===== config.mk =====
export PLATFORM = sky130hd
export DESIGN_NAME = nnis_queue
export DESIGN_NICKNAME = d
export VERILOG_FILES = /design/src/nnis_pkg.sv /design/src/nnis_queue.sv
export SDC_FILE = /design/constraint.sdc
export NUM_CORES = 1
export LEC_CHECK = 0
export CAP_MARGIN = 40
export CORE_ASPECT_RATIO = 1.25
export CORE_MARGIN = 2
export CORE_UTILIZATION = 57
export DETAILED_ROUTE_END_ITERATION = 16
export DONT_BUFFER_PORTS = 1
export MAX_ROUTING_LAYER = met4
export PLACE_DENSITY = 0.72
export SLEW_MARGIN = 40
export SYNTH_ARGS = -nofsm -noshare
export SYNTH_HDL_FRONTEND = slang
export SYNTH_SLANG_ARGS = --single-unit

===== constraint.sdc =====
create_clock -name clk -period 11.5 [get_ports clk]
set_input_delay 0.575 -clock clk [delete_from_list [all_inputs] [get_ports clk]]
set_output_delay 0.575 -clock clk [all_outputs]
set_load 0.1 [all_outputs]

===== src/nnis_pkg.sv =====
// Shared types and constants of the nearest-neighbor image scaler.
package nnis_pkg;

    // Fixed field widths
    localparam int WORD_W     = 32;
    localparam int COORD_W    = 12;
    localparam int SRC_SIZE_W = 9;
    localparam int DST_SIZE_W = 13;
    localparam int PROD_W     = COORD_W + SRC_SIZE_W;
    localparam int QUO_W      = SRC_SIZE_W;
    localparam int REM_W      = DST_SIZE_W;
    localparam int DIV_CNT_W  = $clog2(QUO_W);
    localparam int DST_LIMIT  = 4096;

    // Register port
    localparam int PADDR_W    = 4;
    localparam int PDATA_W    = 32;

    // Command queue between front and back
    localparam int Q_DEPTH    = 2;
    localparam int Q_PTR_W    = (Q_DEPTH > 1) ? $clog2(Q_DEPTH) : 1;
    localparam int Q_CNT_W    = $clog2(Q_DEPTH + 1);

    localparam logic STATUS_OK    = 1'b0;
    localparam logic STATUS_RANGE = 1'b1;

    typedef enum logic [1:0] {
        REG_SRC_WIDTH  = 2'd0,
        REG_SRC_HEIGHT = 2'd1,
        REG_DST_WIDTH  = 2'd2,
        REG_DST_HEIGHT = 2'd3
    } reg_idx_t;

    typedef enum logic {
        OP_LOAD  = 1'b0,
        OP_FETCH = 1'b1
    } op_t;

    typedef struct packed {
        op_t                op;
        logic [COORD_W-1:0] x;
        logic [COORD_W-1:0] y;
        logic [WORD_W-1:0]  pixel_in;
    } in_word_t;

    typedef struct packed {
        logic [WORD_W-1:0] pixel_out;
        logic              status;
    } out_word_t;

    // Configured sizes after clamping to their legal ranges
    typedef struct packed {
        logic [SRC_SIZE_W-1:0] src_width;
        logic [SRC_SIZE_W-1:0] src_height;
        logic [DST_SIZE_W-1:0] dst_width;
        logic [DST_SIZE_W-1:0] dst_height;
    } cfg_t;

    typedef enum logic [1:0] {
        CMD_ERROR = 2'd0,
        CMD_LOAD  = 2'd1,
        CMD_FETCH = 2'd2
    } cmd_kind_t;

    // col/row: source coordinate on load, x*src_width / y*src_height on fetch
    typedef struct packed {
        cmd_kind_t         kind;
        logic [PROD_W-1:0] col;
        logic [PROD_W-1:0] row;
        logic [WORD_W-1:0] pixel;
    } cmd_t;

    typedef struct packed {
        logic full;
        logic empty;
    } q_status_t;

    typedef struct packed {
        logic [REM_W-1:0] rem;
        logic [QUO_W-1:0] dvd;
    } div_t;

    typedef enum logic [1:0] {
        BK_IDLE = 2'd0,
        BK_DIV  = 2'd1,
        BK_READ = 2'd2,
        BK_DATA = 2'd3
    } back_state_t;

    // One restoring division step: dividend bits shift out at the top,
    // quotient bits shift in at the bottom.
    function automatic div_t div_step(input div_t cur, input logic [DST_SIZE_W-1:0] dv);
        logic [REM_W:0] trial;
        logic           ge;
        div_t           nxt;
        trial = {cur.rem, cur.dvd[QUO_W-1]};
        ge    = (trial >= {1'b0, dv});
        nxt.rem = ge ? REM_W'(trial - {1'b0, dv}) : trial[REM_W-1:0];
        nxt.dvd = {cur.dvd[QUO_W-2:0], ge};
        return nxt;
    endfunction

endpackage


===== src/nnis_queue.sv =====
// Short command queue between the front end and the back end.
module nnis_queue
    import nnis_pkg::*;
(
    input  logic      clk,
    input  logic      rst_n,
    input  logic      push,
    input  cmd_t      push_cmd,
    input  logic      pop,
    output cmd_t      head,
    output q_status_t q_status
);

    cmd_t               entry_mem [Q_DEPTH];
    logic [Q_PTR_W-1:0] wr_ptr_reg;
    logic [Q_PTR_W-1:0] wr_ptr_next;
    logic [Q_PTR_W-1:0] rd_ptr_reg;
    logic [Q_PTR_W-1:0] rd_ptr_next;
    logic [Q_CNT_W-1:0] count_reg;
    logic [Q_CNT_W-1:0] count_next;

    assign q_status.full  = (count_reg == Q_CNT_W'(Q_DEPTH));
    assign q_status.empty = (count_reg == '0);
    assign head           = entry_mem[rd_ptr_reg];

    // Pointer and fill count update
    always_comb
    begin
        wr_ptr_next = wr_ptr_reg;
        rd_ptr_next = rd_ptr_reg;
        count_next  = count_reg;
        if (push)
            wr_ptr_next = (wr_ptr_reg == Q_PTR_W'(Q_DEPTH - 1)) ? '0 : wr_ptr_reg + 1'b1;
        if (pop)
            rd_ptr_next = (rd_ptr_reg == Q_PTR_W'(Q_DEPTH - 1)) ? '0 : rd_ptr_reg + 1'b1;
        if (push && !pop)
            count_next = count_reg + 1'b1;
        else if (pop && !push)
            count_next = count_reg - 1'b1;
    end

    always_ff @(posedge clk or negedge rst_n)
    begin
        if (!rst_n)
        begin
            wr_ptr_reg <= '0;
            rd_ptr_reg <= '0;
            count_reg  <= '0;
        end
        else
        begin
            wr_ptr_reg <= wr_ptr_next;
            rd_ptr_reg <= rd_ptr_next;
            count_reg  <= count_next;
        end
    end

    // Entry storage
    always_ff @(posedge clk)
    begin
        if (push)
            entry_mem[wr_ptr_reg] <= push_cmd;
    end

    // No write into a full queue, no read from an empty one
    a_no_overflow: assert property (@(posedge clk) disable iff (!rst_n)
        push |-> (!q_status.full || pop))
        else $error("queue written while full");
    a_no_underflow: assert property (@(posedge clk) disable iff (!rst_n)
        pop |-> !q_status.empty)
        else $error("queue read while empty");

endmodule


## Word-level counts from Yosys, hierarchy flattened

Memory sizes are Yosys's and may differ from the RTL's.
Cells that the tools add are included.

| word-level totals | value |
|---|---|
| RAM bits | 152 |
| input bits | 80 |
| bits in registers | 4 |
| memories kept | 1 |

| operators by class | value |
|---|---|
| add/subtract/negate cells | 4 |
| equal/unequal tests | 1 |
| mux-type cells | 6 |
| reductions and logical operators | 6 |

Memories:

| memory | depth | width | rd ports | clocked after memory_dff | write ports | RTL line | text |
|---|---|---|---|---|---|---|---|
| entry_mem | 2 | 76 | 1 | 0 | 1 | nnis_queue.sv:14 | `cmd_t entry_mem [Q_DEPTH];` |

Operator list:

| operator | count |
|---|---|
| 1-bit two-way mux | 4 |
| 2-bit two-way mux | 2 |
| 1-bit adder, second input constant | 2 |
| 2-bit by 1-bit adder with 2-bit output, second input constant | 1 |
| 2-bit == test, second input constant | 1 |
| 1-bit logical AND | 2 |
| 1-bit logical NOT | 2 |
| 2-bit logical NOT | 1 |
| 2-bit nonzero test | 1 |
| 2-bit by 1-bit subtractor with 2-bit output, second input constant | 1 |

## Logic depth before layout (Yosys ltp)

| depth | value |
|---|---|
| depth in word-level cells | 4 |
| mapped depth | 5 |
| depth with buffers taken out | 5 |

## Worst setup path after synthesis

No wires, ideal clock.

| timing | value |
|---|---|
| path type | input -> register |
| from | input port push |
| to | memory entry_mem[0][0] in the netlist's numbering, enable pin |
| cell stages on the path | 1 |
| path slack | 7078 ps |
| arrival | 3902 ps |
| path buffers | 0 |
| data required time | 10980 ps |
| library setup time | 520 ps |
| path through | nor2b_1 |

| between the ends | value |
|---|---|
| word-level cells in the longest chain between the ends | 2 |

Ends and longest elaborated chain:

| element | RTL line | text |
|---|---|---|
| from (decl) | nnis_queue.sv:7 | `input logic push,` |
| 1-bit two-way mux | nnis_queue.sv:61 | `if (push)` |
| 1-bit two-way mux (implied by the code) | nnis_queue.sv:62 | `entry_mem[wr_ptr_reg] <= push_cmd;` |
| to (decl) | nnis_queue.sv:14 |  |

No other way between the ends.

==> out/results.ini <==
[clocking]
post-cts-setup-buffers=0
ctsLongestPathBuffers=2
root_buffer=clkbuf_16
numCtsBuffers=17
numClockSinks=156
cts_tree=yes
htreeDepth=4
clkSlewWorstSetupHoldPaths_ps=60
insertion_delay_ps=400
cts_resized=0
holdBufCountCts=1

[timing]
rsz0062_at_grt=false
hold_viol=0
setup_viol=0
drv_slew=0
fin_crit_sh_pct=22.2
max_slew.worst_pin.slew_ps=630
max_slew_margin_pct=57.9
fin_skew_ps=3.93
min_period_ps=2550
fmax_mhz=392
fin_tns_setup_ps=0

[global_routing]
grt_max_degree=45
grt_pass1_vias=2453
grt_pass1_wl_mm=12.5
overflow=0
grt.total_usage_pct=16.8
antenna_found_initial=0

[cells_and_area]
fin_nets=350
multi_input_area_um2=1080
antennaDiodeCount=0
area_delta_synth_final_pct=14.3
fill_cells=651
largest_reg_flops=152
drive_gt1_share_pct=40.8
seq_area_um2=4670

[synth]
synth_top_family_by_area=multiplexers
synthAdderAreaFrac_pct=0.215
syn_avg_cell_area_um2=23.0
synth_cells=253
synth-xor-area-share_pct=0.754
synth_top_cell_area_share_pct=78.6
synth_warnings=0
synth_nets=334
synth_mux_area_share_pct=16.7
synth.area.top_cells=edfxtp_1 79%, mux2_2 8.9%, mux2_4 7.8%, dfrtp_1 1.7%, buf_8 0.78%
synth_top_area_cell=edfxtp_1
synth_area_um2=5810
synth_seq_area_share_pct=80.3
synth_cell_types=14
synth_compound_area_share_pct=0
yosys.area_share.simple_pct=0.452
yosys_register_bits=156

[route]
viasPerCell=5.42
drc=0
ant_nets=0
drt-pass1-iter-count=4
drt-total-wl_mm=8.58
vias=2226
wl_per_cell_um=20.9
drt-initial-drc-count=152

[setup_path]
path_class=flop to output port
crit_required_ps=10930
timing.rr.start=wr_ptr_reg
rrSetupSlack_ps=9610
worst-path-max-fanout=28
arrival_ps=1970
r2r_cells=2
timing.rr.end=entry_mem[0][13]
cp-startpoint=rd_ptr_reg
cp-end-kind=output port
startpoint_type=flop

[status]
status=finished, final reports clean

[worst_hold_path]
min_path_type=input pin to flop
whs_endpoint=rd_ptr_reg
min_delay_path_depth=1
min_from=pop

[floorplanning]
ios=158
initial_utilization_pct=58.0
fp.dieH_um=117
core-area_um2=10000
fp-row-count=41
die_area_um2=11000
die_w_um=94.3

[place]
post-dp-hpwl_mm=5.69
port-buffer-count=0
gp_congestion=0.708

[run]
maxCapViolations=0

## cells in the final DEF, fill, tap and decap left out, drive strengths merged
cell type | synthesis | layout
nor2 | 2 | 2
and2 | 1 | 1
dfrtp | 4 | 4
nor2b | 2 | 2
clkinvlp | 0 | 2
mux2 | 76 | 76
inv | 1 | 3
bufinv | 0 | 4
dlygate4sd3 | 0 | 1
buf | 9 | 5
clkbuf | 0 | 19
ha | 1 | 1
edfxtp | 152 | 152
xor2 | 4 | 4
xnor2 | 1 | 1
clkinv | 0 | 5
## metrics by stage
stage | util, % | hold slack, ps | instance area [µm²] | cells | setup WS, ps
final | 66.4 | 248 | 6640 | 411 | 8950
after global routing | 66.4 | 237 | 6640 | 411 | 8870
after CTS | 66.4 | 226 | 6640 | 411 | 8910
after detailed placement | 60.0 | 280 | 6000 | 378 | 9350
after global placement | 59.0 | 280 | 5910 | 374 | 8980
after floorplan | - | 279 | 5810 | 253 | 7080
## synth_stat cells
master / number
buf_2: 4
ha_1: 1
nor2b_1: 2
xor2_1: 4
nor2_1: 2
buf_8: 3
mux2_2: 46
edfxtp_1: 152
dfrtp_1: 4
buf_6: 2
and2_1: 1
inv_1: 1
xnor2_1: 1
mux2_4: 30
## critical path, cell delays in order (launching register included)
cell and delay (ps):
dfrtp_4 670, buf_12 280, mux2_2 590
## area by class of cell
cell class,instances,share of cell area (%)
clock buffers,19,6.52
clock inverters,13,2.88
inverters,1,0.0565
multi-input cells,87,16.2
flip-flops and latches,156,70.3
well taps,129,2.43
repair buffers,6,1.58
## logic make-up (layout without fill, tap and decap cells)
group,Yosys count,in the layout
muxes,76,76
and+or+nand+nor,5,5
xor gates and xnor gates,5,5
DFF,156,156
adders and majority gates,1,1
buffers and inverters,10,39
## per-layer routing
metal	global-route usage [%]	wire (µm)
met1	16.7	2970
met2	26.7	4550
met3	8.96	934
met4	8.60	123
met5	-	0
## worst max-delay path by stage
stage                           end  slack, ps  depth (start not counted)
CTS                        head[61]       8910                          2
detailed placement         head[61]       9350                          2
finish                      head[6]       8950                          2
floorplan           entry_mem[0][0]       7080                          1
global route               head[61]       8870                          2
global placement           head[55]       8980                          1
Power is left out: the tool's default activity adds up to more than one toggle a clock period on the data nets, which glitch-free logic cannot reach.
