===== src/nnis_pkg.sv =====
// Shared types and constants of the nearest-neighbor image scaler.
package nnis_pkg;

    // Fixed field widths
    localparam int WORD_W     = 32;
    localparam int COORD_W    = 12;
    localparam int SRC_SIZE_W = 9;
    localparam int DST_SIZE_W = 13;
    localparam int PROD_W     = COORD_W + SRC_SIZE_W;
    localparam int QUO_W      = SRC_SIZE_W;
    localparam int REM_W      = DST_SIZE_W;
    localparam int DIV_CNT_W  = $clog2(QUO_W);
    localparam int DST_LIMIT  = 4096;

    // Register port
    localparam int PADDR_W    = 4;
    localparam int PDATA_W    = 32;

    // Command queue between front and back
    localparam int Q_DEPTH    = 2;
    localparam int Q_PTR_W    = (Q_DEPTH > 1) ? $clog2(Q_DEPTH) : 1;
    localparam int Q_CNT_W    = $clog2(Q_DEPTH + 1);

    localparam logic STATUS_OK    = 1'b0;
    localparam logic STATUS_RANGE = 1'b1;

    typedef enum logic [1:0] {
        REG_SRC_WIDTH  = 2'd0,
        REG_SRC_HEIGHT = 2'd1,
        REG_DST_WIDTH  = 2'd2,
        REG_DST_HEIGHT = 2'd3
    } reg_idx_t;

    typedef enum logic {
        OP_LOAD  = 1'b0,
        OP_FETCH = 1'b1
    } op_t;

    typedef struct packed {
        op_t                op;
        logic [COORD_W-1:0] x;
        logic [COORD_W-1:0] y;
        logic [WORD_W-1:0]  pixel_in;
    } in_word_t;

    typedef struct packed {
        logic [WORD_W-1:0] pixel_out;
        logic              status;
    } out_word_t;

    // Configured sizes after clamping to their legal ranges
    typedef struct packed {
        logic [SRC_SIZE_W-1:0] src_width;
        logic [SRC_SIZE_W-1:0] src_height;
        logic [DST_SIZE_W-1:0] dst_width;
        logic [DST_SIZE_W-1:0] dst_height;
    } cfg_t;

    typedef enum logic [1:0] {
        CMD_ERROR = 2'd0,
        CMD_LOAD  = 2'd1,
        CMD_FETCH = 2'd2
    } cmd_kind_t;

    // col/row: source coordinate on load, x*src_width / y*src_height on fetch
    typedef struct packed {
        cmd_kind_t         kind;
        logic [PROD_W-1:0] col;
        logic [PROD_W-1:0] row;
        logic [WORD_W-1:0] pixel;
    } cmd_t;

    typedef struct packed {
        logic full;
        logic empty;
    } q_status_t;

    typedef struct packed {
        logic [REM_W-1:0] rem;
        logic [QUO_W-1:0] dvd;
    } div_t;

    typedef enum logic [1:0] {
        BK_IDLE = 2'd0,
        BK_DIV  = 2'd1,
        BK_READ = 2'd2,
        BK_DATA = 2'd3
    } back_state_t;

    // One restoring division step: dividend bits shift out at the top,
    // quotient bits shift in at the bottom.
    function automatic div_t div_step(input div_t cur, input logic [DST_SIZE_W-1:0] dv);
        logic [REM_W:0] trial;
        logic           ge;
        div_t           nxt;
        trial = {cur.rem, cur.dvd[QUO_W-1]};
        ge    = (trial >= {1'b0, dv});
        nxt.rem = ge ? REM_W'(trial - {1'b0, dv}) : trial[REM_W-1:0];
        nxt.dvd = {cur.dvd[QUO_W-2:0], ge};
        return nxt;
    endfunction

endpackage


===== src/nnis_regs.sv =====
// Configuration register file with APB-style access and size clamping.
module nnis_regs
    import nnis_pkg::*;
#(
    parameter int MAX_WIDTH  = 256,
    parameter int MAX_HEIGHT = 256
)
(
    input  logic               clk,
    input  logic               rst_n,
    input  logic               psel,
    input  logic               penable,
    input  logic               pwrite,
    input  logic [PADDR_W-1:0] paddr,
    input  logic [PDATA_W-1:0] pwdata,
    output logic [PDATA_W-1:0] prdata,
    output logic               pready,
    output cfg_t               cfg
);

    logic [SRC_SIZE_W-1:0] src_width_reg;
    logic [SRC_SIZE_W-1:0] src_height_reg;
    logic [DST_SIZE_W-1:0] dst_width_reg;
    logic [DST_SIZE_W-1:0] dst_height_reg;
    logic                  wr_en;
    reg_idx_t              idx;

    assign pready = 1'b1;
    assign wr_en  = psel && penable && pwrite;
    assign idx    = reg_idx_t'(paddr[PADDR_W-1:2]);

    // Register writes
    always_ff @(posedge clk or negedge rst_n)
    begin
        if (!rst_n)
        begin
            src_width_reg  <= SRC_SIZE_W'(256);
            src_height_reg <= SRC_SIZE_W'(256);
            dst_width_reg  <= DST_SIZE_W'(256);
            dst_height_reg <= DST_SIZE_W'(256);
        end
        else if (wr_en)
        begin
            unique case (idx)
                REG_SRC_WIDTH:  src_width_reg  <= pwdata[SRC_SIZE_W-1:0];
                REG_SRC_HEIGHT: src_height_reg <= pwdata[SRC_SIZE_W-1:0];
                REG_DST_WIDTH:  dst_width_reg  <= pwdata[DST_SIZE_W-1:0];
                REG_DST_HEIGHT: dst_height_reg <= pwdata[DST_SIZE_W-1:0];
            endcase
        end
    end

    // Read mux
    always_comb
    begin
        unique case (idx)
            REG_SRC_WIDTH:  prdata = PDATA_W'(src_width_reg);
            REG_SRC_HEIGHT: prdata = PDATA_W'(src_height_reg);
            REG_DST_WIDTH:  prdata = PDATA_W'(dst_width_reg);
            REG_DST_HEIGHT: prdata = PDATA_W'(dst_height_reg);
        endcase
    end

    // Zero acts as one, oversize acts as the limit
    always_comb
    begin
        if (src_width_reg == '0)
            cfg.src_width = SRC_SIZE_W'(1);
        else if (DST_SIZE_W'(src_width_reg) > DST_SIZE_W'(MAX_WIDTH))
            cfg.src_width = SRC_SIZE_W'(MAX_WIDTH);
        else
            cfg.src_width = src_width_reg;

        if (src_height_reg == '0)
            cfg.src_height = SRC_SIZE_W'(1);
        else if (DST_SIZE_W'(src_height_reg) > DST_SIZE_W'(MAX_HEIGHT))
            cfg.src_height = SRC_SIZE_W'(MAX_HEIGHT);
        else
            cfg.src_height = src_height_reg;

        if (dst_width_reg == '0)
            cfg.dst_width = DST_SIZE_W'(1);
        else if (dst_width_reg > DST_SIZE_W'(DST_LIMIT))
            cfg.dst_width = DST_SIZE_W'(DST_LIMIT);
        else
            cfg.dst_width = dst_width_reg;

        if (dst_height_reg == '0)
            cfg.dst_height = DST_SIZE_W'(1);
        else if (dst_height_reg > DST_SIZE_W'(DST_LIMIT))
            cfg.dst_height = DST_SIZE_W'(DST_LIMIT);
        else
            cfg.dst_height = dst_height_reg;
    end

endmodule


===== config.mk =====
export PLATFORM = sky130hd
export DESIGN_NAME = nnis_regs
export DESIGN_NICKNAME = d
export VERILOG_FILES = /design/src/nnis_pkg.sv /design/src/nnis_regs.sv
export SDC_FILE = /design/constraint.sdc
export NUM_CORES = 1
export LEC_CHECK = 0
export BUFFER_PORTS_ARGS = -buffer_cell sky130_fd_sc_hd__buf_2
export CORE_ASPECT_RATIO = 2
export CORE_MARGIN = 8
export CORE_UTILIZATION = 45
export DETAILED_ROUTE_END_ITERATION = 7
export PLACE_DENSITY = 0.74
export SLEW_MARGIN = 20
export SYNTH_ARGS = -nofsm -noshare
export SYNTH_HDL_FRONTEND = slang
export SYNTH_SLANG_ARGS = --single-unit

===== constraint.sdc =====
create_clock -name clk -period 2.4 [get_ports clk]
set_input_delay 0.12 -clock clk [delete_from_list [all_inputs] [get_ports clk]]
set_output_delay 0.12 -clock clk [all_outputs]
set_load 0.1 [all_outputs]

* Word level (Yosys, flattened, before mapping)
Index checks and enable logic that the tools add are counted.
** Word-level totals
- Logic and storage cells :: 31
- Input bits :: 41
- Latch bits :: 0
- ROM bits :: 0
- Bits in registers :: 44
- Bits in writable memories :: 0
- Memories kept :: 0
- Output and inout port bits :: 77
** Cells by class
- Add/sub/neg operators :: 0
- Bitwise logic cells :: 0
- Div/mod/pow operators :: 0
- Mux-type cells :: 9
- Reduce and logical (&&, ||, !) cells :: 11
- Order comparisons :: 4
- Multiply operators :: 0
- Equal/unequal tests :: 3
- Shift-type cells :: 0
** Operators with widths (count)
- $pmux 32 s4 :: 1
- $mux 13 :: 4
- $mux 9 :: 4
- $gt 13x13->1 const B :: 2
- $logic_not 13->1 :: 2
- $gt 9x9->1 const B :: 2
- $logic_not 9->1 :: 2
- $reduce_and 2->1 :: 4
- $eq 2x2->1 const B :: 2
- $eq 2x1->1 const B :: 1
- $logic_and 1x1->1 :: 2
- $logic_not 2->1 :: 1

* Logic depth before layout (Yosys ltp)
- Depth in word-level cells :: 3
- Depth in mapped cells :: 5
- Depth with buffers taken out :: 3

* Worst setup path before layout
Ideal clock, no wire load.
- Kind :: flip-flop to output port
- Start :: register dst_width_reg[1]
- End :: output cfg[13] in the netlist's numbering
- Buffers on the path :: 0
- Data required time :: 2.280 ns
- Arrival time :: 2.002 ns
- Setup slack :: 0.278 ns
- Stages on the path, launching flop included :: 4
- Cells stage by stage :: dfrtp_1 nor4_1 a31oi_1 nor2_1
** RTL lines
- from (decl) :: line nnis_regs.sv:23 : logic [DST_SIZE_W-1:0] dst_width_reg;
- from (signal assigned) :: line nnis_regs.sv:47 : REG_DST_WIDTH: dst_width_reg <= pwdata[DST_SIZE_W-1:0];
- to (decl) :: line nnis_regs.sv:18 : output cfg_t cfg

==> metrics.md <==
| Metric | Value |
|---|---|
| Core area | between 0.005 and 0.006 mm^2 |
| Row Count | 38 |
| Max-Cap Viols | 0 |
| Die Y | 122 um |
| Initial antenna violation count | 0 |
| Final Hold Violating Endpoints | 0 |
| Post-Syn Area | between 0.002 and 0.003 mm^2 |
| Critical-path top delay cell | buf_2 |
| Final nets | 312 |
| H-Tree Depth | 2 |
| Leakage | 1.48 nW |
| Clk pin slew, worst setup/hold paths | about 0.090 ns |
| Iteration-0 DRC Markers | between 50 and 60 |
| Critical path cell sequence | nor4_1, a31oi_1, nor2_1, buf_2 |
| Deepest clock path buffer count | 2 |
| CTS tree | yes |
| Worst Path Arrival | between 1.5 and 2 ns |
| Syn-to-layout area delta | 18.3% |
| Worst-Margin Slew | ~0.95 ns |
| VDD IR max | around 1100 uV |
| Total gr overflow | 0 |
| Post-layout min period | ~1.9 ns |
| Post-Route WL | approximately 6.4 mm |
| Bufs and invs on worst path | 1 |
| Vias in the first global route | 1950 |
| YS warnings | 0 |
| Fmax | about 520 MHz |
| Final worst slack | ~0.47 ns |
| PwrDens | ~1500 mW/mm^2 |
| Crit. End Element | primary output |
| # diodes | 0 |
| PortBufs | 76 |
| Via count | around 1.8k |
| Largest net degree at the start of global routing | 45 |
| Slowest stage delay, CP | roughly 0.44 ns |
| Status | finished clean |
| Postcts setup bufs | 0 |
| Boundary Pins | ~120 |
| CP delay by family, top | simple AND/OR/NAND/NOR gates |
| Crit-path max FO | 4 |
| Min-delay worst type | in2reg |
| CTS Root Cell | clkbuf_8 |
| Later-pin clock latency in the skew report | just under 0.3 ns |
| CP Class | reg2out |
| Final Cycle Share | 0.806 |
| Fin cells | between 300 and 400 |
| DR WL/cell | a little under 20 um |
| Syn_area_per_cell | between 10 and 15 um^2 |
| Drt first pass iters | 4 |
| FF+latch count, synth | 44 |
| Vias per cell | between 5 and 6 |
| Die ar. | 0.00843 mm^2 |
| Antenna-violating nets left | 0 |
| Pins Over Slew Limit | 0 |
| Residual DRC | 0 |
| Worst EP required | around 2.3 ns |
| Clk_skew | 0 ns |
| TNS Setup | 0 ns |
| Setup crit start kind | flop |
| Share of cells above drive strength 1 | 0.533 |
| Worst slack, placed | about 0.73 ns |
| Inst Count DP | between 300 and 400 |
| Post-synthesis sequential area ratio | 0.437 |
| CTS sink cnt | 44 |
| Synth cell types | 24 |
| Post-DP HPWL | approximately 5.1 mm |
| CTS Buf Count | 5 |
| Rel. slew slack | 0.367 |
| GRT Util Overall | 0.154 |
| Final Setup Violations | 0 |
| First-pass GRT wire length | ~11 mm |
| RD Place Congestion | slightly below 0.8 |
| RSZ-0062 raised after global routing | no |
| Initial core utilization | 0.467 |
| Die W | 69.1 um |
| Gate Count Post-Synth | slightly above 200 |
## worst paths after layout
check / start / endpoint / slack [ns] / depth (start not counted)
min in group asynchronous: rst_n / dst_height_reg[1]$_DFFE_PN0P_ / 0.51 / 2
min: pwdata[12] / dst_width_reg[12]$_DFFE_PN0P_ / 0.07 / 2
max in group asynchronous: rst_n / dst_height_reg[6]$_DFFE_PN0P_ / 1.30 / 2
max reg2reg: dst_height_reg[12]$_DFFE_PN0P_ / dst_height_reg[12]$_DFFE_PN0P_ / 1.36 / 1
max: dst_height_reg[1]$_DFFE_PN0P_ / cfg[0] / 0.47 / 4
min reg2reg: dst_height_reg[0]$_DFFE_PN0P_ / dst_height_reg[0]$_DFFE_PN0P_ / 0.54 / 1
## area by class of cell
cell class	instances	area [um^2]
clock buffer	5	68.8
fill	513	2420
tap	60	75.1
timing repair buffer	80	413
clock inverter	3	90.1
multi-input combinational	140	1240
sequential	44	1110
## per-layer routing
metal	routed length, um	global-route usage	part of all wire	vias to the layer above
met5	0	0	0	-
met4	169	0.0761	0.026	0
met3	430	0.0432	0.067	14
met2	3480	0.287	0.54	73
met1	2350	0.150	0.37	862
li1	-	-	-	802
## what timing repair did
item | in CTS | in global routing
resized for setup | 0 | 0
endpoints found under the hold margin | 25 | 0
hold buffers | 1 | 0
## placed cells by master (no fill, tap or decap), drive strengths merged
cell | synthesis | final
a21oi | 2 | 2
mux2 | 44 | 44
a31oi | 2 | 2
and3b | 1 | 1
dfstp | 4 | 4
and3 | 1 | 1
buf | 27 | 79
dfrtp | 40 | 40
dlygate4sd3 | 0 | 1
clkbuf | 9 | 5
nand3 | 1 | 1
nor4 | 6 | 6
bufinv | 0 | 3
nor3b | 1 | 1
conb | 2 | 20
mux4 | 9 | 9
nor2 | 4 | 4
nand3b | 1 | 1
nor2b | 40 | 40
mux2i | 4 | 4
nor3 | 4 | 4
## kinds of logic after synthesis
kind of cell    synth area share
mux                        0.308
buf+inv                   0.0993
simple gates               0.145
compound gates           0.00889
flops                      0.437
other cells              0.00296
## stage by stage
step	hold WS, ns	utilization	instance area [um^2]	power (W)
2_1_floorplan	-0.176	-	2600	0.00339
3_3_place_gp	0.310	0.522	2830	0.00374
3_5_place_dp	0.320	0.522	2830	0.00376
4_1_cts	0.0567	0.553	3000	0.00455
5_1_grt	0.0609	0.553	3000	0.00466
6_report	0.0658	0.553	3000	0.00451
## cells in the mapped netlist (all sizes together)
| library cell | count | area share |
|---|---|---|
| a31oi | 2 | 0.0049 |
| and3b | 1 | 0.0035 |
| a21oi | 2 | 0.0040 |
| clkbuf | 9 | 0.013 |
| nor2 | 4 | 0.0059 |
| mux2 | 44 | 0.21 |
| buf | 27 | 0.086 |
| nand3b | 1 | 0.0044 |
| dfrtp | 40 | 0.40 |
| dfstp | 4 | 0.041 |
| conb | 2 | 0.0030 |
| nor2b | 40 | 0.099 |
| nor3b | 1 | 0.0030 |
| mux2i | 4 | 0.016 |
| and3 | 1 | 0.0044 |
| nor3 | 4 | 0.0079 |
| mux4 | 9 | 0.081 |
| nand3 | 1 | 0.0020 |
| nor4 | 6 | 0.015 |
## where the power goes
part	total, W	internal (W)	switching (W)
clock	0.000775	0.000520	0.000254
sequential	0.00116	0.000926	0.000238
combinational	0.00257	0.000473	0.00210
total	0.00451	0.00192	0.00259
No activity file was read; power rests on OpenSTA's default activity.
