`config.mk`:
```
export PLATFORM = sky130hd
export DESIGN_NAME = nnis_front
export DESIGN_NICKNAME = d
export VERILOG_FILES = /design/src/nnis_pkg.sv /design/src/nnis_front.sv
export SDC_FILE = /design/constraint.sdc
export NUM_CORES = 1
export LEC_CHECK = 0
export BUFFER_PORTS_ARGS = -buffer_cell sky130_fd_sc_hd__buf_4
export CAP_MARGIN = 20
export CELL_PAD_IN_SITES_DETAIL_PLACEMENT = 1
export CELL_PAD_IN_SITES_GLOBAL_PLACEMENT = 1
export CORE_MARGIN = 1.5
export CORE_UTILIZATION = 47
export DETAILED_ROUTE_END_ITERATION = 7
export PLACE_DENSITY = 0.95
export SLEW_MARGIN = 10
export SYNTH_ARGS = -nofsm -noshare
export SYNTH_HDL_FRONTEND = slang
export SYNTH_SLANG_ARGS = --single-unit
```
`constraint.sdc`:
```
create_clock -name vclk -period 9.13
set_input_delay 1.3695 -clock vclk [all_inputs]
set_output_delay 1.3695 -clock vclk [all_outputs]
set_load 0.02 [all_outputs]
```
`src/nnis_pkg.sv`:
```
// Shared types and constants of the nearest-neighbor image scaler.
package nnis_pkg;

    // Fixed field widths
    localparam int WORD_W     = 32;
    localparam int COORD_W    = 12;
    localparam int SRC_SIZE_W = 9;
    localparam int DST_SIZE_W = 13;
    localparam int PROD_W     = COORD_W + SRC_SIZE_W;
    localparam int QUO_W      = SRC_SIZE_W;
    localparam int REM_W      = DST_SIZE_W;
    localparam int DIV_CNT_W  = $clog2(QUO_W);
    localparam int DST_LIMIT  = 4096;

    // Register port
    localparam int PADDR_W    = 4;
    localparam int PDATA_W    = 32;

    // Command queue between front and back
    localparam int Q_DEPTH    = 2;
    localparam int Q_PTR_W    = (Q_DEPTH > 1) ? $clog2(Q_DEPTH) : 1;
    localparam int Q_CNT_W    = $clog2(Q_DEPTH + 1);

    localparam logic STATUS_OK    = 1'b0;
    localparam logic STATUS_RANGE = 1'b1;

    typedef enum logic [1:0] {
        REG_SRC_WIDTH  = 2'd0,
        REG_SRC_HEIGHT = 2'd1,
        REG_DST_WIDTH  = 2'd2,
        REG_DST_HEIGHT = 2'd3
    } reg_idx_t;

    typedef enum logic {
        OP_LOAD  = 1'b0,
        OP_FETCH = 1'b1
    } op_t;

    typedef struct packed {
        op_t                op;
        logic [COORD_W-1:0] x;
        logic [COORD_W-1:0] y;
        logic [WORD_W-1:0]  pixel_in;
    } in_word_t;

    typedef struct packed {
        logic [WORD_W-1:0] pixel_out;
        logic              status;
    } out_word_t;

    // Configured sizes after clamping to their legal ranges
    typedef struct packed {
        logic [SRC_SIZE_W-1:0] src_width;
        logic [SRC_SIZE_W-1:0] src_height;
        logic [DST_SIZE_W-1:0] dst_width;
        logic [DST_SIZE_W-1:0] dst_height;
    } cfg_t;

    typedef enum logic [1:0] {
        CMD_ERROR = 2'd0,
        CMD_LOAD  = 2'd1,
        CMD_FETCH = 2'd2
    } cmd_kind_t;

    // col/row: source coordinate on load, x*src_width / y*src_height on fetch
    typedef struct packed {
        cmd_kind_t         kind;
        logic [PROD_W-1:0] col;
        logic [PROD_W-1:0] row;
        logic [WORD_W-1:0] pixel;
    } cmd_t;

    typedef struct packed {
        logic full;
        logic empty;
    } q_status_t;

    typedef struct packed {
        logic [REM_W-1:0] rem;
        logic [QUO_W-1:0] dvd;
    } div_t;

    typedef enum logic [1:0] {
        BK_IDLE = 2'd0,
        BK_DIV  = 2'd1,
        BK_READ = 2'd2,
        BK_DATA = 2'd3
    } back_state_t;

    // One restoring division step: dividend bits shift out at the top,
    // quotient bits shift in at the bottom.
    function automatic div_t div_step(input div_t cur, input logic [DST_SIZE_W-1:0] dv);
        logic [REM_W:0] trial;
        logic           ge;
        div_t           nxt;
        trial = {cur.rem, cur.dvd[QUO_W-1]};
        ge    = (trial >= {1'b0, dv});
        nxt.rem = ge ? REM_W'(trial - {1'b0, dv}) : trial[REM_W-1:0];
        nxt.dvd = {cur.dvd[QUO_W-2:0], ge};
        return nxt;
    endfunction

endpackage

```
`src/nnis_front.sv`:
```
// Input front end: range checks, classification and coordinate products.
module nnis_front
    import nnis_pkg::*;
(
    input  logic      in_valid,
    output logic      in_stall,
    input  in_word_t  in_data,
    input  cfg_t      cfg,
    input  q_status_t q_status,
    output logic      push,
    output cmd_t      push_cmd
);

    logic load_bad;
    logic fetch_bad;

    assign in_stall = q_status.full;
    assign push     = in_valid && !q_status.full;

    // Bounds against source size on load, destination size on fetch
    assign load_bad  = (DST_SIZE_W'(in_data.x) >= DST_SIZE_W'(cfg.src_width)) ||
                       (DST_SIZE_W'(in_data.y) >= DST_SIZE_W'(cfg.src_height));
    assign fetch_bad = (DST_SIZE_W'(in_data.x) >= cfg.dst_width) ||
                       (DST_SIZE_W'(in_data.y) >= cfg.dst_height);

    // Build the command word
    always_comb
    begin
        push_cmd.pixel = in_data.pixel_in;
        if (in_data.op == OP_FETCH)
        begin
            push_cmd.kind = fetch_bad ? CMD_ERROR : CMD_FETCH;
            push_cmd.col  = PROD_W'(in_data.x) * PROD_W'(cfg.src_width);
            push_cmd.row  = PROD_W'(in_data.y) * PROD_W'(cfg.src_height);
        end
        else
        begin
            push_cmd.kind = load_bad ? CMD_ERROR : CMD_LOAD;
            push_cmd.col  = PROD_W'(in_data.x);
            push_cmd.row  = PROD_W'(in_data.y);
        end
    end

endmodule

```
# --- After elaboration in Yosys (flattened, before gate mapping) ---
# Cells that the tools add are included.
op_classes:
  n_mul: 2
  order_cmp: 4
  muxes: 3
  n_reduce_logical: 4
ops:
  columns: ["cell", "n"]
  rows:
  - ["$mux W44", 1]
  - ["$mul A12 B9 Y21", 2]
  - ["$ge A12 B13 Y1", 2]
  - ["$ge A12 B9 Y1", 2]
  - ["$logic_or A1 B1 Y1", 2]
  - ["$mux W2", 1]
  - ["$logic_and A1 B1 Y1", 1]
  - ["$logic_not A1 Y1", 1]
  - ["$mux W1", 1]
totals:
  reg_bits: 0
  wordCells: 13

# --- Depth between registers and ports, before layout ---
# Gate-level depths: netlist of the first run.
logic_depth:
  word_depth: 4
  ltp_mapped: 18
  ltp_nobuf: 16

# --- Least setup slack after synthesis of the first run ---
# Ideal clock, no wire load.
synth_path:
  path_type: "input to output"
  from: "input cfg[35] (netlist bit)"
  to: "output push_cmd[68] (netlist bit)"
  arrival_ns: 5.436
  t_required_ns: 7.760
  path_slack_ns: 2.324
  path_stages: 15
  cell_sequence: "clkbuf_1 > nand2_1 > fa_1 > inv_1 > fa_1 > fa_1 > inv_1 > fa_1 > inv_1 > ha_1 > a21o_1 > a211oi_1 > nor4_1 > nor3_1 > nor3_1"
synth_rtl:
  columns: ["item", "line_no", "rtl"]
  rows:
  - ["start, declared", "nnis_front.sv:8", "input cfg_t cfg,"]
  - ["end, declared", "nnis_front.sv:11", "output cmd_t push_cmd"]

==> run summary, run 1 <==
==============================================================================
Result of the run                                                 finished, violations left
Violations in the final reports                                   design-rule violations
Number of cells produced by synthesis                                     1086
Actual slew at the worst max-slew pin                                0.7144 ns
Crit-path most repeated cell                                              fa_1
Most frequently used cell type in the post-synthesis netlist             inv_1
Register cell area after layout                                        0 sq um
Count of buffers from port buffering                                       117
Die area                                                           19580 sq um
Synthesized-area fraction occupied by ao, oa, aoi and oai cells        0.09425
Layout area overhead                                                    8.701%
Top cell type by total area after synthesis                               fa_1
Half-perimeter wire length after placement                            22540 um
Antenna Violating Nets Remaining                                             0
Setup CP Type                                                        in -> out
Post-Layout Cell Count                                                    1365
Last weighted congestion value of the routability-driven placer         0.8821
Antenna violations before repair                                             0
Setup violation total in the final timing report                             0
Drt total wl                                                          26960 um
Maximum Capacitance Violations                                               0
GRT Overall Usage                                                       0.2821
Share of the cycle needed by the critical path after routing            0.7851
Post-Synth Adder-Cell Area                                              0.5241
Simple-gate share of the synthesized area                               0.1699
DRC errors left                                                             15
Post-synthesis mux area share                                          0.04074
Number of cells in the design after placement                             1365
Upper clock frequency limit                                         0.1395 GHz
Number of pins with negative max-slew slack in the final report              0
# nets final                                                              1526
N_diodes                                                                     0
Share of synthesized area occupied by flip-flops and latches                 0
Reported net switching power                                           1388 uW
Area share of the leading cell type in the synthesized netlist          0.3225
Largest net degree at the start of global routing                           58
Leftover overflow at the end of global routing                               0
Combinational family with the most area after synthesis            adder cells
Critical path fanouts, max                                                  12
Buffers inserted by post-CTS timing repair                                   0
Netlist Area Pre-Place                                              8815 sq um
Portion of total power attributed to combinational logic                 1.000
First-iteration detailed-routing DRC count                                 381
Highest cell delay on the worst timing path                            0.58 ns
Worst hold slack                                                      2.739 ns
Xor and xnor fraction of the mapped netlist area                       0.01689
Sequential cells                                                             0
# hold bufs at CTS                                                           0
Share of layout cells above drive strength 1                            0.1294
Yosys cell types                                                            57
Dpl ws                                                                2.001 ns
Share of the core filled with cells in the final layout                 0.5280
I/O pin cnt                                                                182
Net Sw Frac                                                             0.6000
Most common library cells after synthesis                         inv_1 (254), fa_1 (142), ha_1 (142)
Via density per instance                                                 5.642
Worst endpoint data arrival time                                       5.80 ns
Internal Dissipation                                                  925.0 uW
Yosys warns                                                                  0
Final-layout clock buffer total                                              0
Number of vias in the routed layout                                       7702
Cell at the slowest stage of the critical path                            fa_1
First-pass GRT wire length                                            43860 um
Buf+Inv Stages, Crit Path                                                    4
Number of global-route vias before repair                                 8847
Post-cts sizing count                                                        0
Power Density                                                     241.3 nW/um^2
Synthesized Nets                                                          1474
RSZ-0062 raised after global routing                                     false
Clock share of power                                                         0
Ranking of synthesized cells by area                              fa_1 (32%), ha_1 (20%), inv_1 (11%)
Avg Inst Size Synth                                                8.117 sq um
Top cell family by delay on the critical path                      adder cells
Worst IR Drop VDD                                                  0.0002485 V
Area inside the core boundary                                      18150 sq um
Cell leakage power                                                 0.005399 uW
Slew HR                                                                 0.5237
Cell-by-cell listing of the critical path                         buf_4 -> ha_1 -> fa_1 -> fa_1 -> inv_1 -> fa_1 -> fa_1 -> inv_1 -> ha_1 -> nand3_1 -> a211oi_1 -> nor2_1 -> o21ai_0 -> mux2i_1 -> buf_4
Hold violation total from the final report                                   0
Minimum clock period                                                  7.168 ns
Final worst slack                                                     1.962 ns
Sequential share of power                                                    0
WL per Instance                                                       19.75 um
Startpoint type of the worst setup path                           primary input
Initial Utilization                                                     0.4857
Hold crit path type                                                  in -> out
Setup TNS                                                                 0 ns
Worst setup EP type                                                 output pin
Crit path required time                                                7.76 ns
Width of the die                                                      139.9 um
Vert. Die Dim                                                         139.9 um
Initial DRT Pass Iterations                                                  8
Number of core rows                                                         49
==============================================================================
[per-stage QoR]
step,instance area (sq um),total power [uW]
floorplan,8815,1607
global placement,9582,2149
detailed placement,9582,2298
CTS,9582,2311
global route,9582,2543
finish,9582,2312
[path summary, 6_finish.rpt]
kind,end,startpoint,slack [ns],depth (start not counted)
max,push_cmd[46],in_data[35],1.96,15
min,push_cmd[15],in_data[15],2.74,0
[kinds of logic after synthesis]
logic type | Yosys count
buffers and inverters | 323
multiplexers | 33
XOR/XNOR | 17
AND/OR/NAND/NOR | 305
adder cells (fa/ha/maj) | 284
AO/OA/AOI/OAI | 124
[cell type report]
class | instances | area (sq um)
tap | 229 | 286.5
multi-input combinational | 763 | 7456
fill | 2233 | 8566
inverter | 256 | 960.9
timing repair buffer | 117 | 878.3
[power by group through the flow]
stage	clock network [uW]	logic [uW]	registers, uW
6_report	0	2310	0
2_1_floorplan	0	1610	0
5_1_grt	0	2540	0
3_3_place_gp	0	2150	0
4_1_cts	0	2310	0
3_5_place_dp	0	2300	0
[cell usage in the layout, fill, tap and decap left out, types with 3 or more instances in the layout]
cell	Yosys	routed
a211oi_1	3	3
a21o_1	14	14
a21oi_1	46	46
a31oi_1	4	4
a41oi_1	3	3
and2_1	100	100
and3_1	3	3
buf_4	34	117
fa_1	142	142
ha_1	142	142
inv_1	254	254
mux2_2	19	19
mux2i_1	13	13
nand2_1	128	128
nand2b_1	11	11
nand3_1	10	10
nand4_1	4	4
nor2_1	32	32
nor3_1	6	6
nor4_1	3	3
o2111ai_1	3	3
o21a_1	4	4
o21ai_0	20	20
xnor2_1	9	9
xor2_1	8	8
[per-layer routing]
| metal | share of wire | GRT usage | vias up |
|---|---|---|---|
| met5 | 0 | 0 | - |
| met4 | 0.051 | 0.1313 | 0 |
| met3 | 0.058 | 0.02940 | 104 |
| met2 | 0.52 | 0.5323 | 300 |
| met1 | 0.37 | 0.3187 | 3876 |
| li1 | - | - | 3422 |
(Power assumes the default switching activity.)
==> run 2, diff against run 1 <==
- CORE_UTILIZATION: 47 -> 43
- PLACE_DENSITY: 0.95 -> 0.9
- clock period: 9.13 -> 7.1 ns (I/O delays scaled with it)
==> run summary, run 2 (same netlist as run 1, synthesis figures left out) <==
==============================================================================
Number of global-route vias before repair                                 8920
Number of pins with negative max-slew slack in the final report              0
DRC errors left                                                              0
Area inside the core boundary                                      20170 sq um
WL per Instance                                                       18.59 um
Hold violation total from the final report                                   0
Leading cell types in the layout, fill and taps excluded          inv_1 (254), fa_1 (142), ha_1 (142)
Initial Utilization                                                     0.4370
# hold bufs at CTS                                                           0
Post-layout power                                                      2963 uW
Top sig layer                                                             met4
Antenna Violating Nets Remaining                                             0
Number of vias in the routed layout                                       7571
Antenna violations before repair                                             0
Hold crit path type                                                  in -> out
Most common cell after layout, fill and taps aside                       inv_1
Maximum Capacitance Violations                                               0
N_diodes                                                                     0
Cell leakage power                                                 0.005399 uW
Dpl ws                                                               0.5763 ns
Count of buffers from port buffering                                       117
Share of layout cells above drive strength 1                            0.1294
Leftover overflow at the end of global routing                               0
Actual slew at the worst max-slew pin                                0.6962 ns
Vert. Die Dim                                                         146.2 um
Setup violation total in the final timing report                             0
Number of cells in the design after placement                             1406
Post-cts sizing count                                                        0
Setup CP Type                                                        in -> out
Slew HR                                                                 0.5359
Width of the die                                                      146.2 um
I/O pin cnt                                                                182
Power Density                                                     307.6 nW/um^2
Final-layout clock buffer total                                              0
Minimum clock period                                                  6.557 ns
Half-perimeter wire length after placement                            21620 um
Detailed route wirelength on metal3                                     968 um
Die area                                                           21370 sq um
Worst endpoint data arrival time                                       5.49 ns
# nets final                                                              1526
First-pass GRT wire length                                            43070 um
Upper clock frequency limit                                         0.1525 GHz
Result of the run                                                    completed
Startpoint type of the worst setup path                           primary input
Last weighted congestion value of the routability-driven placer         0.8669
Sequential cells                                                             0
Largest net degree at the start of global routing                           58
Buffers inserted by post-CTS timing repair                                   0
Crit path required time                                                6.03 ns
Initial DRT Pass Iterations                                                  4
Final worst slack                                                    0.5435 ns
First-iteration detailed-routing DRC count                                 309
Met2 layer wire length in the routed design                           14210 um
Share of the cycle needed by the critical path after routing            0.9235
Via density per instance                                                 5.385
Worst hold slack                                                      2.130 ns
Drt total wl                                                          26140 um
GRT Overall Usage                                                       0.2501
Critical path fanouts, max                                                  12
Fillers                                                                   2531
Number of core rows                                                         52
Worst setup EP type                                                 output pin
Layout area overhead                                                    9.283%
RSZ-0062 raised after global routing                                     false
Worst IR Drop VDD                                                  0.0003664 V
Met1 WL                                                                9857 um
Setup TNS                                                                 0 ns
Register cell area after layout                                        0 sq um
Post-Layout Cell Count                                                    1406
==============================================================================
[run 2: power by group]
group | total, uW | internal [uW] | switching, uW
registers | 0 | 0 | 0
logic | 2960 | 1190 | 1770
clock network | 0 | 0 | 0
[run 2: worst paths after layout]
path | end | from | slack [ns] | cells past startpoint
max | push_cmd[49] | in_data[37] | 0.54 | 15
min | push_cmd[12] | in_data[12] | 2.13 | 0
[run 2: through the flow]
stage,instance area (sq um),util
finish,9633,0.4776
global route,9633,0.4776
CTS,9633,0.4776
detailed placement,9633,0.4776
global placement,9633,0.4776
floorplan,8815,-
[run 2: final cells by class]
| class | instances | area, sq um | area share |
|---|---|---|---|
| inverters | 256 | 960.9 | 0.09975 |
| well taps | 270 | 337.8 | 0.03507 |
| multi-input cells | 763 | 7456 | 0.7740 |
| repair buffers | 117 | 878.3 | 0.09118 |
[run 2: routing by layer]
| metal | vias up | global-route usage |
|---|---|---|
| met2 | 220 | 0.4936 |
| met4 | 0 | 0.1015 |
| met5 | - | 0 |
| met1 | 3854 | 0.2744 |
| met3 | 81 | 0.01688 |
| li1 | 3416 | - |
[run 2: critical path, stage by stage]
cell and delay (ns):
buf_4 0.17, ha_1 0.24, fa_1 0.56, fa_1 0.46, fa_1 0.56, inv_1 0.06, fa_1 0.53, inv_1 0.06
ha_1 0.39, a21oi_1 0.22, o21ai_0 0.19, a211o_1 0.34, a31oi_1 0.24, mux2i_1 0.25, buf_4 0.17
